### src/hdl/udpc_pkg.sv
package udpc_pkg;

  localparam int CfgIdxW   = 8;
  localparam int CfgDataW  = 32;
  localparam int HdrBytes  = 8;
  localparam int HdrIdxW   = $clog2(HdrBytes);

  localparam logic [CfgIdxW-1:0] RegSourceAddress = 8'd0;
  localparam logic [CfgIdxW-1:0] RegDestAddress   = 8'd1;
  localparam logic [CfgIdxW-1:0] RegSourcePort    = 8'd2;
  localparam logic [CfgIdxW-1:0] RegDestPort      = 8'd3;

  localparam logic [15:0] UdpProtocol = 16'd17;
  localparam logic [15:0] MaxPayload  = 16'd65527;
  localparam logic [15:0] CountSat    = 16'hffff;
  localparam logic [15:0] UdpHdrLen   = 16'd8;
  localparam logic [15:0] AllOnes16   = 16'hffff;
  localparam logic [HdrIdxW-1:0] LastHdrIdx = 3'(HdrBytes - 1);

  typedef struct packed {
    logic [7:0] payload_byte;
    logic       byte_present;
    logic       end_of_payload;
  } in_item_t;

  typedef struct packed {
    logic [7:0]         header_byte;
    logic [HdrIdxW-1:0] header_index;
    logic               header_last;
    logic               oversize;
  } out_item_t;

  // datagram totals handed to the header serializer
  typedef struct packed {
    logic [15:0] sum;
    logic [15:0] length;
    logic        oversize;
  } dgram_t;

  // 16-bit ones' complement add with end-around carry
  function automatic logic [15:0] oc_add(input logic [15:0] a, input logic [15:0] b);
    logic [16:0] t;
    t = {1'b0, a} + {1'b0, b};
    return t[15:0] + {15'd0, t[16]};
  endfunction

endpackage

### src/hdl/udp_header_checksum_builder_core.sv
// Channel  Ports                                  Dir  Payload
// -------  -------------------------------------  ---  ---------------------------------
// in       in_valid, in_stall, in_data            in   in_item_t: byte, present, end
// out      out_valid, out_stall, out_data         out  out_item_t: byte, index, last, ovf
// cfg      cfg_valid, cfg_ready, cfg_index, cfg_data  in  register index, 32-bit value
//
// One input item per cycle while in_stall is low; payload bytes never stall on their own.
// An end item yields eight header transfers, one per cycle while out_stall is low.
// The header register holds one run; a second end item waits behind it (input stalls
// while the run still has bytes out, the staged totals are full and an end item is held).
// Synchronous active-low reset clears all datagram state and the config registers.
// Output stall holds the current header byte; cfg_ready is always high.
module udp_header_checksum_builder_core
  import udpc_pkg::*;
(
  input  logic                clk,
  input  logic                rst_n,
  input  logic                in_valid,
  output logic                in_stall,
  input  in_item_t            in_data,
  output logic                out_valid,
  input  logic                out_stall,
  output out_item_t           out_data,
  input  logic                cfg_valid,
  output logic                cfg_ready,
  input  logic [CfgIdxW-1:0]  cfg_index,
  input  logic [CfgDataW-1:0] cfg_data
);

  logic [31:0] src_addr_r, dst_addr_r;
  logic [15:0] src_port_r, dst_port_r;
  logic [15:0] cfg_sum_r, cfg_sum_nxt;

  in_item_t    s0_r;
  logic        s0_valid_r, s0_valid_nxt;
  logic        s0_adv, s0_fire, in_fire;

  dgram_t      s1_r, s1_nxt;
  logic        s1_valid_r, s1_valid_nxt;
  logic        s1_ld, ld_ready;

  logic [15:0] sum_r, sum_nxt;
  logic [15:0] count_r, count_nxt;
  logic [7:0]  held_r, held_nxt;
  logic        odd_r, odd_nxt;
  logic        ovf_r, ovf_nxt;
  logic [15:0] final_sum;

  logic [18:0] cfg_total;
  logic [16:0] cfg_fold;

  // config registers
  assign cfg_ready = 1'b1;

  always_ff @(posedge clk) begin
    if (!rst_n) begin
      src_addr_r <= '0;
      dst_addr_r <= '0;
      src_port_r <= '0;
      dst_port_r <= '0;
    end else if (cfg_valid && cfg_ready) begin
      case (cfg_index)
        RegSourceAddress: src_addr_r <= cfg_data;
        RegDestAddress:   dst_addr_r <= cfg_data;
        RegSourcePort:    src_port_r <= cfg_data[15:0];
        RegDestPort:      dst_port_r <= cfg_data[15:0];
        default: ;
      endcase
    end
  end

  // pseudo-header and port terms; the user keeps them constant while a datagram is in flight (not enforced)
  always_comb begin
    cfg_total = {3'b0, src_addr_r[31:16]} + {3'b0, src_addr_r[15:0]}
              + {3'b0, dst_addr_r[31:16]} + {3'b0, dst_addr_r[15:0]}
              + {3'b0, UdpProtocol} + {3'b0, src_port_r} + {3'b0, dst_port_r};
    cfg_fold    = {1'b0, cfg_total[15:0]} + {14'd0, cfg_total[18:16]};
    cfg_sum_nxt = cfg_fold[15:0] + {15'd0, cfg_fold[16]};
  end

  always_ff @(posedge clk) begin
    cfg_sum_r <= cfg_sum_nxt;
  end

  // input register
  assign s1_ld    = s1_valid_r && ld_ready;
  assign s0_adv   = !s0_r.end_of_payload || !s1_valid_r || s1_ld;
  assign s0_fire  = s0_valid_r && s0_adv;
  assign in_stall = s0_valid_r && !s0_adv;
  assign in_fire  = in_valid && !in_stall;

  always_comb begin
    s0_valid_nxt = s0_valid_r;
    if (in_fire) begin
      s0_valid_nxt = 1'b1;
    end else if (s0_fire) begin
      s0_valid_nxt = 1'b0;
    end
  end

  always_ff @(posedge clk) begin
    if (!rst_n) begin
      s0_valid_r <= 1'b0;
    end else begin
      s0_valid_r <= s0_valid_nxt;
    end
  end

  always_ff @(posedge clk) begin
    if (in_fire) begin
      s0_r <= in_data;
    end
  end

  // running sum over byte pairs
  always_comb begin
    sum_nxt   = sum_r;
    count_nxt = count_r;
    held_nxt  = held_r;
    odd_nxt   = odd_r;
    ovf_nxt   = ovf_r;
    if (s0_r.byte_present) begin
      if (odd_r) begin
        sum_nxt = oc_add(sum_r, {held_r, s0_r.payload_byte});
        odd_nxt = 1'b0;
      end else begin
        held_nxt = s0_r.payload_byte;
        odd_nxt  = 1'b1;
      end
      if (count_r >= MaxPayload) begin
        ovf_nxt = 1'b1;
      end
      if (count_r != CountSat) begin
        count_nxt = count_r + 16'd1;
      end
    end
    // odd length: pad the held byte with a zero low byte
    final_sum = odd_nxt ? oc_add(sum_nxt, {held_nxt, 8'd0}) : sum_nxt;
    s1_nxt.sum      = final_sum;
    s1_nxt.length   = count_nxt + UdpHdrLen;
    s1_nxt.oversize = ovf_nxt;
  end

  always_ff @(posedge clk) begin
    if (!rst_n) begin
      sum_r   <= '0;
      count_r <= '0;
      held_r  <= '0;
      odd_r   <= 1'b0;
      ovf_r   <= 1'b0;
    end else if (s0_fire) begin
      if (s0_r.end_of_payload) begin
        sum_r   <= '0;
        count_r <= '0;
        held_r  <= '0;
        odd_r   <= 1'b0;
        ovf_r   <= 1'b0;
      end else begin
        sum_r   <= sum_nxt;
        count_r <= count_nxt;
        held_r  <= held_nxt;
        odd_r   <= odd_nxt;
        ovf_r   <= ovf_nxt;
      end
    end
  end

  // staged datagram totals
  always_comb begin
    s1_valid_nxt = s1_valid_r;
    if (s0_fire && s0_r.end_of_payload) begin
      s1_valid_nxt = 1'b1;
    end else if (s1_ld) begin
      s1_valid_nxt = 1'b0;
    end
  end

  always_ff @(posedge clk) begin
    if (!rst_n) begin
      s1_valid_r <= 1'b0;
    end else begin
      s1_valid_r <= s1_valid_nxt;
    end
  end

  always_ff @(posedge clk) begin
    if (s0_fire && s0_r.end_of_payload) begin
      s1_r <= s1_nxt;
    end
  end

  udpc_emit u_emit (
    .clk         (clk),
    .rst_n       (rst_n),
    .source_port (src_port_r),
    .dest_port   (dst_port_r),
    .cfg_sum     (cfg_sum_r),
    .ld_valid    (s1_valid_r),
    .ld_data     (s1_r),
    .ld_ready    (ld_ready),
    .out_valid   (out_valid),
    .out_stall   (out_stall),
    .out_data    (out_data)
  );

  a_clear_after_end: assert property (@(posedge clk) disable iff (!rst_n)
    s0_fire && s0_r.end_of_payload |=> sum_r == 16'd0 && count_r == 16'd0 && !odd_r && !ovf_r)
    else $error("datagram state not cleared after end item");

  a_ovf_count: assert property (@(posedge clk) disable iff (!rst_n)
    ovf_r |-> count_r > MaxPayload)
    else $error("oversize flag set with a legal byte count");

  a_stall_only_end: assert property (@(posedge clk) disable iff (!rst_n)
    in_stall |-> s0_valid_r && s0_r.end_of_payload && s1_valid_r)
    else $error("input stalled without a blocked end item");

endmodule

### src/hdl/udpc_emit.sv
module udpc_emit
  import udpc_pkg::*;
(
  input  logic        clk,
  input  logic        rst_n,
  input  logic [15:0] source_port,
  input  logic [15:0] dest_port,
  input  logic [15:0] cfg_sum,
  input  logic        ld_valid,
  input  dgram_t      ld_data,
  output logic        ld_ready,
  output logic        out_valid,
  input  logic        out_stall,
  output out_item_t   out_data
);

  logic [7:0]         hdr_r [HdrBytes];
  logic [7:0]         hdr_nxt [HdrBytes];
  logic [HdrIdxW-1:0] idx_r, idx_nxt;
  logic               busy_r, busy_nxt;
  logic               ovf_r;
  logic               load;
  logic               last_xfer;
  logic [17:0]        total;
  logic [16:0]        fold1;
  logic [15:0]        fold2;
  logic [15:0]        cks;

  // finish the checksum: partial sum, config terms, length twice (pseudo + header)
  always_comb begin
    total = {2'b0, ld_data.sum} + {2'b0, cfg_sum}
          + {2'b0, ld_data.length} + {2'b0, ld_data.length};
    fold1 = {1'b0, total[15:0]} + {15'd0, total[17:16]};
    fold2 = fold1[15:0] + {15'd0, fold1[16]};
    cks   = ~fold2;
    if (cks == 16'd0) begin
      cks = AllOnes16;
    end
    hdr_nxt[0] = source_port[15:8];
    hdr_nxt[1] = source_port[7:0];
    hdr_nxt[2] = dest_port[15:8];
    hdr_nxt[3] = dest_port[7:0];
    hdr_nxt[4] = ld_data.length[15:8];
    hdr_nxt[5] = ld_data.length[7:0];
    hdr_nxt[6] = cks[15:8];
    hdr_nxt[7] = cks[7:0];
  end

  assign last_xfer = busy_r && !out_stall && (idx_r == LastHdrIdx);
  assign ld_ready  = !busy_r || last_xfer;
  assign load      = ld_valid && ld_ready;

  always_comb begin
    busy_nxt = busy_r;
    idx_nxt  = idx_r;
    if (load) begin
      busy_nxt = 1'b1;
      idx_nxt  = '0;
    end else if (last_xfer) begin
      busy_nxt = 1'b0;
    end else if (busy_r && !out_stall) begin
      idx_nxt = idx_r + 1'b1;
    end
  end

  always_ff @(posedge clk) begin
    if (!rst_n) begin
      busy_r <= 1'b0;
      idx_r  <= '0;
    end else begin
      busy_r <= busy_nxt;
      idx_r  <= idx_nxt;
    end
  end

  always_ff @(posedge clk) begin
    if (load) begin
      hdr_r <= hdr_nxt;
      ovf_r <= ld_data.oversize;
    end
  end

  assign out_valid             = busy_r;
  assign out_data.header_byte  = hdr_r[idx_r];
  assign out_data.header_index = idx_r;
  assign out_data.header_last  = (idx_r == LastHdrIdx);
  assign out_data.oversize     = ovf_r;

  a_idx_steps: assert property (@(posedge clk) disable iff (!rst_n)
    busy_r && !out_stall && idx_r != LastHdrIdx |=> busy_r && idx_r == $past(idx_r) + 1'b1)
    else $error("header index did not advance after a transfer");

  a_no_load_mid_run: assert property (@(posedge clk) disable iff (!rst_n)
    load |-> !busy_r || last_xfer)
    else $error("header reloaded before the run finished");

endmodule

### config.mk
export PLATFORM = sky130hd
export DESIGN_NAME = udp_header_checksum_builder_core
export DESIGN_NICKNAME = d
export VERILOG_FILES = /design/src/hdl/udpc_pkg.sv /design/src/hdl/udp_header_checksum_builder_core.sv /design/src/hdl/udpc_emit.sv
export SDC_FILE = /design/constraint.sdc
export NUM_CORES = 1
export LEC_CHECK = 0
export BUFFER_PORTS_ARGS = -buffer_cell sky130_fd_sc_hd__buf_2
export CORE_ASPECT_RATIO = 0.7
export CORE_MARGIN = 2
export CORE_UTILIZATION = 30
export CTS_CLUSTER_DIAMETER = 80
export DETAILED_ROUTE_END_ITERATION = 6
export GPL_TIMING_DRIVEN = 0
export PLACE_DENSITY_LB_ADDON = 0.25
export SLEW_MARGIN = 20
export SYNTH_ARGS = -nofsm -noshare
export SYNTH_HDL_FRONTEND = slang
export SYNTH_SLANG_ARGS = --single-unit
### constraint.sdc
create_clock -name clk -period 9.75 [get_ports clk]
set_input_delay 0.4875 -clock clk [delete_from_list [all_inputs] [get_ports clk]]
set_output_delay 0.4875 -clock clk [all_outputs]
set_load 0.005 [all_outputs]
After elaboration in Yosys (flattened, before gate mapping):

Index checks and enable logic that the tools add are counted.

* add/subtract/negate cells: 20
* multiply operators: 0
* divide/modulo/power cells: 0
* magnitude comparators: 2
* eq/ne operators: 5
* shift-type cells: 0
* muxes and demuxes: 25
* bitwise gates (word level): 4
* reductions and logical operators: 27

Operators with widths (count)
* 2-to-1 mux 16 bit: 7
* adder 16 x 16 -> 17 bit: 4
* adder 16 x 1 -> 16 bit: 4
* 2-to-1 mux 8 bit: 5
* adder 19 x 16 -> 19 bit: 2
* adder 18 x 16 -> 18 bit: 2
* binary-select mux 8 bit (select 3 bit): 1
* adder 18 x 16 -> 19 bit: 1
* adder 19 x 5 -> 19 bit, second input constant: 1
* adder 17 x 16 -> 18 bit: 1
* adder 16 x 2 -> 17 bit: 1
* adder 16 x 3 -> 17 bit: 1
* adder 16 x 1 -> 16 bit, second input constant: 1
* adder 16 x 4 -> 16 bit, second input constant: 1
* equality test 8 x 2 -> 1 bit, second input constant: 2
* >= comparator 16 bit, second input constant: 1
* zero test 16 bit: 1
* inequality test 16 bit, second input constant: 1
* inverter 16 bit: 1
* 2-to-1 mux 1 bit: 12
* AND reduction 2 bit: 5
* equality test 8 x 1 -> 1 bit, second input constant: 1
* zero test 8 bit: 1
* logical AND 1 bit: 7
* 9 further kinds: 19

* flip-flop bits (word level): 268
* bits in latches: 0
* RAM bits: 0
* ROM bits: 0
* memories: 0

Depth between registers and ports, before layout:

* word-level depth: 11
* depth in mapped cells: 40

Modules after synthesis:

From an unflattened synthesis, not the netlist that was laid out.

* cells, all modules: 1864
* area, all modules: 17909.7 sq um

Modules (own cells, without submodules)
* udp_header_checksum_builder_core: instances 1, cells an instance 1486, area an instance 13071.3 sq um, seq. area each 4414.2 sq um
* udpc_emit: instances 1, cells an instance 378, area an instance 4838.4 sq um, seq. area each 2031.9 sq um

Worst setup path before layout:

No wires, ideal clock.

* path kind: reg-to-reg
* from: register dst_addr_r[4]
* to: register cfg_sum_r[14]
* library setup time: 72 ps
* arrival time: 8119 ps
* data required time: 9678 ps
* path slack: 1559 ps
* stages on the path, launching flop included: 38
* clock period less this slack: 8191 ps
* cells stage by stage: dfxtp_1 inv_1 fa_1 inv_1 fa_1 inv_1 fa_1 inv_1 fa_1 ha_1 o21a_1 and2_1 o21ai_2 o21ai_0 a21o_1 a21oi_1 o21ai_0 a21o_1 (+2 left out) fa_1 nor2b_1 o21ai_0 nor4b_2 nand3_1 a211oi_1 nand3_1 nor2_1 ha_1 ha_1 nand2_1 nor3_1 nand2_1 nor3b_1 nand3b_1 or3b_1 nor3_2 xnor2_1

* longest elaborated chain between the ends: 6

RTL lines
* start, declared: RTL line udp_header_checksum_builder_core.sv:30 `logic [31:0] src_addr_r, dst_addr_r;`
* start signal, assigned: RTL line udp_header_checksum_builder_core.sv:64 `RegDestAddress: dst_addr_r <= cfg_data;`
* adder 18 x 16 -> 19 bit: RTL line udp_header_checksum_builder_core.sv:75 `+ {3'b0, dst_addr_r[31:16]} + {3'b0, dst_addr_r[15:0]}`
* adder 19 x 5 -> 19 bit: RTL line udp_header_checksum_builder_core.sv:76 `+ {3'b0, UdpProtocol} + {3'b0, src_port_r} + {3'b0, dst_port_r};`
* adder 19 x 16 -> 19 bit (2 in series): RTL line udp_header_checksum_builder_core.sv:76
* adder 16 x 3 -> 17 bit: RTL line udp_header_checksum_builder_core.sv:77 `cfg_fold = {1'b0, cfg_total[15:0]} + {14'd0, cfg_total[18:16]};`
* adder 16 x 1 -> 16 bit: RTL line udp_header_checksum_builder_core.sv:78 `cfg_sum_nxt = cfg_fold[15:0] + {15'd0, cfg_fold[16]};`
* named net cfg_sum_nxt[14]: RTL line udp_header_checksum_builder_core.sv:32 `logic [15:0] cfg_sum_r, cfg_sum_nxt;`
* end signal, assigned: RTL line udp_header_checksum_builder_core.sv:82 `cfg_sum_r <= cfg_sum_nxt;`
* end, declared: RTL line udp_header_checksum_builder_core.sv:32

The timed path passes the listed nets, and every way through them passes these cells.
A chain may end at the register's enable or synchronous reset.

Worst setup path in the final report:

Ends and elaborated chain as after synthesis.

==> results.json <==
{
  "stdcell_area_mm2": 0.02040,
  "p_leak_nw": 8.042,
  "synth.area.top_cells": "edfxtp_1, dfxtp_1, fa_1",
  "groute.usage.overall_pct": 16.42,
  "vias": 13730,
  "worstPathArrival_ns": 9.56,
  "ys_ff_latch": 268,
  "tightest_slew_ns": 1.112,
  "drive_above_1_share_pct": 10.11,
  "yosysWarningCount": 0,
  "drcViolationCount": 0,
  "wl_per_cell_um": 17.81,
  "synth-xor-area-share_pct": 7.454,
  "post-route-util_pct": 34.81,
  "syn-num-nets": 2106,
  "cts_hold_buffers": 0,
  "async_flop_share_pct": 0,
  "hpwlAfterDp_um": 40030,
  "initial_core_util_pct": 30.47,
  "cts_root_buffer": "clkbuf_16",
  "grt_overflow": 0,
  "cts_tree": "built",
  "cts.sinks": 268,
  "firstDrtPassIters": 6,
  "finalMaxSlewViolations": 0,
  "hp-class": "input pin to flop",
  "power.density_mw_per_mm2": 133.3,
  "wirelength_um": 49970,
  "start_kind": "flop",
  "hold_viol": 0,
  "synth_top_area_share_pct": 18.16,
  "fin_ws_ns": 0.6438,
  "area_delta_synth_final_pct": 14.24,
  "syn_area_mm2": 0.01786,
  "cpMaxStageDelayCell": "fa_1",
  "ys_seq_area_share_pct": 36.09,
  "fmax_mhz": 109.8,
  "outcome": "finished clean",
  "place_ws_ns": 0.2551,
  "ys_types": 85,
  "dpl_cell_area_mm2": 0.01925,
  "grt_pass1_wl_um": 77720,
  "antenna_found_initial": 2,
  "ir_worst_vdd_mv": 0.1004,
  "synthSimpleGateAreaFrac_pct": 16.86,
  "yosysMostFrequentCell": "nand2_1",
  "crit_type": "flop to flop",
  "reg2reg_setup_slack_ns": 0.64,
  "syn_area_per_cell_um2": 9.525,
  "gp_congestion": 0.8553,
  "fin_tns_setup_ns": 0,
  "dieArea_mm2": 0.06153,
  "fillerInstances": 5948,
  "num_io_pins": 71,
  "cap_violations": 0,
  "max_stage_delay_ns": 0.57,
  "io_buffer_count": 68,
  "fp.dieW_um": 295.6,
  "row_count": 74,
  "layout_min_cycle_time_ns": 9.106,
  "synth_compound_area_share_pct": 13.31,
  "slew_headroom_pct": 25.23,
  "synth.area.mux_share_pct": 5.457,
  "core_area_mm2": 0.05861,
  "via_per_inst": 4.892,
  "numCtsBuffers": 34,
  "skew_ns": 0.02472,
  "ant_nets": 0,
  "synth_top_family_by_area": "simple AND/OR/NAND/NOR gates",
  "drt_iter0_drc": 942,
  "crit_path_end_kind": "flop",
  "clk_latency_ns": 0.54,
  "finalCritPeriodShare_pct": 93.40,
  "crit_fanout": 5,
  "synthCells": 1875,
  "required_ns": 10.20,
  "grt_max_degree": 34,
  "yosys.area.top_type": "edfxtp_1",
  "h-tree-depth": 2,
  "die_y_um": 208.1,
  "cpMostUsedCell": "fa_1",
  "synth_commonest_cells": "nand2_1, inv_1, dfxtp_1",
  "power_mw": 2.720,
  "grt_pass1_vias": 13370,
  "setup_violations": 0,
  "nets": 2213,
  "synth_fa_ha_area_share_pct": 15.24,
  "synth_edf_count": 108,
  "ys.flop_type": "dfxtp_1",
  "clock_path_buffers": 3,
  "cts.clk_slew.worst_paths_ns": 0.06
}
[worst paths after layout]
kind / startpoint / endpoint / cells past startpoint
setup / recovery: dst_addr_r[4] / cfg_sum_r[14] / 37
hold / removal: in_data[4] / s0_r[4] / 1
setup reg to reg: dst_addr_r[4] / cfg_sum_r[14] / 37
hold reg to reg: s1_r[0] / u_emit.ovf_r / 0
[stage by stage]
stage / instances / hold WS, ns
2_1_floorplan: 1875 / 0.4003
3_3_place_gp: 2741 / 0.4028
3_5_place_dp: 2743 / 0.4277
4_1_cts: 2804 / 0.09181
5_1_grt: 2805 / 0.1092
6_report: 2806 / 0.1291
[kinds of logic after synthesis]
group           Yosys count
compound gates          343
xor+xnor                148
fa+ha+maj               177
buf+inv                 260
flops                   268
mux                      75
other cells               1
simple gates            603
[metal layers]
metal	track usage, %	share of wire, %
met1	25.99	54
met2	23.07	40
met3	2.436	4.9
met4	3.623	1.4
met5	0	0
[what timing repair did]
action / CTS / global route
buffers inserted: 0 / 1
resized for setup: 0 / 9
hold endpoints to repair: 0 / 0
endpoints found under the setup margin: 0 / 5
[critical path, delay by kind of cell (launching register included)]
kind | cells | cell delay (ns)
flip-flops | 1 | 0.33
adder cells (fa/ha/maj) | 8 | 3.16
AO/OA/AOI/OAI | 10 | 2.13
buffers and inverters | 4 | 0.22
AND/OR/NAND/NOR | 13 | 2.76
XOR/XNOR | 2 | 0.37
[where the power goes]
group	internal (mW)	switching, mW	leakage [nW]	total [mW]
logic	0.110	0.183	5.16	0.293
registers	1.18	0.0121	2.34	1.19
clock network	0.734	0.498	0.545	1.23
total	2.03	0.694	8.04	2.72
[cell type report]
type                    count  area, um^2  area share (%)
flip-flops and latches    268        6446           31.60
clock inverters            13       113.9          0.5581
plain buffers              64       257.7           1.263
clock buffers              48       984.7           4.826
inverters                 196       735.7           3.606
well taps                 798       998.5           4.894
multi-input cells        1347       10470           51.31
diodes                      1       2.502         0.01227
repair buffers             71       395.4           1.938
[registers in the layout (all words and copies together) (netlist names)]
name / flops
u_emit.idx_r: 3
s1_valid_r: 1
s0_valid_r: 1
u_emit.hdr_r: 64
cfg_sum_r: 16
u_emit.out_valid: 1
held_r: 8
src_port_r: 16
ovf_r: 1
s0_r: 10
dst_port_r: 16
u_emit.ovf_r: 1
odd_r: 1
dst_addr_r: 32
sum_r: 16
count_r: 16
s1_r: 33
src_addr_r: 32
[cells in the final DEF (no fill, tap or decap), drive strengths merged, types with 18 or more instances in the layout]
cell	n
clkbuf	105
buf	78
xor2	59
edfxtp	108
o21ai	59
a21boi	79
nand4	20
fa	68
and2	21
ha	108
nor2b	65
nor2	89
nand2	229
and3	25
mux2	19
mux2i	40
inv	196
a21oi	54
nor3	26
xnor2	87
dfxtp	160
nand3	47
a22oi	18
(Power assumes the default switching activity.)
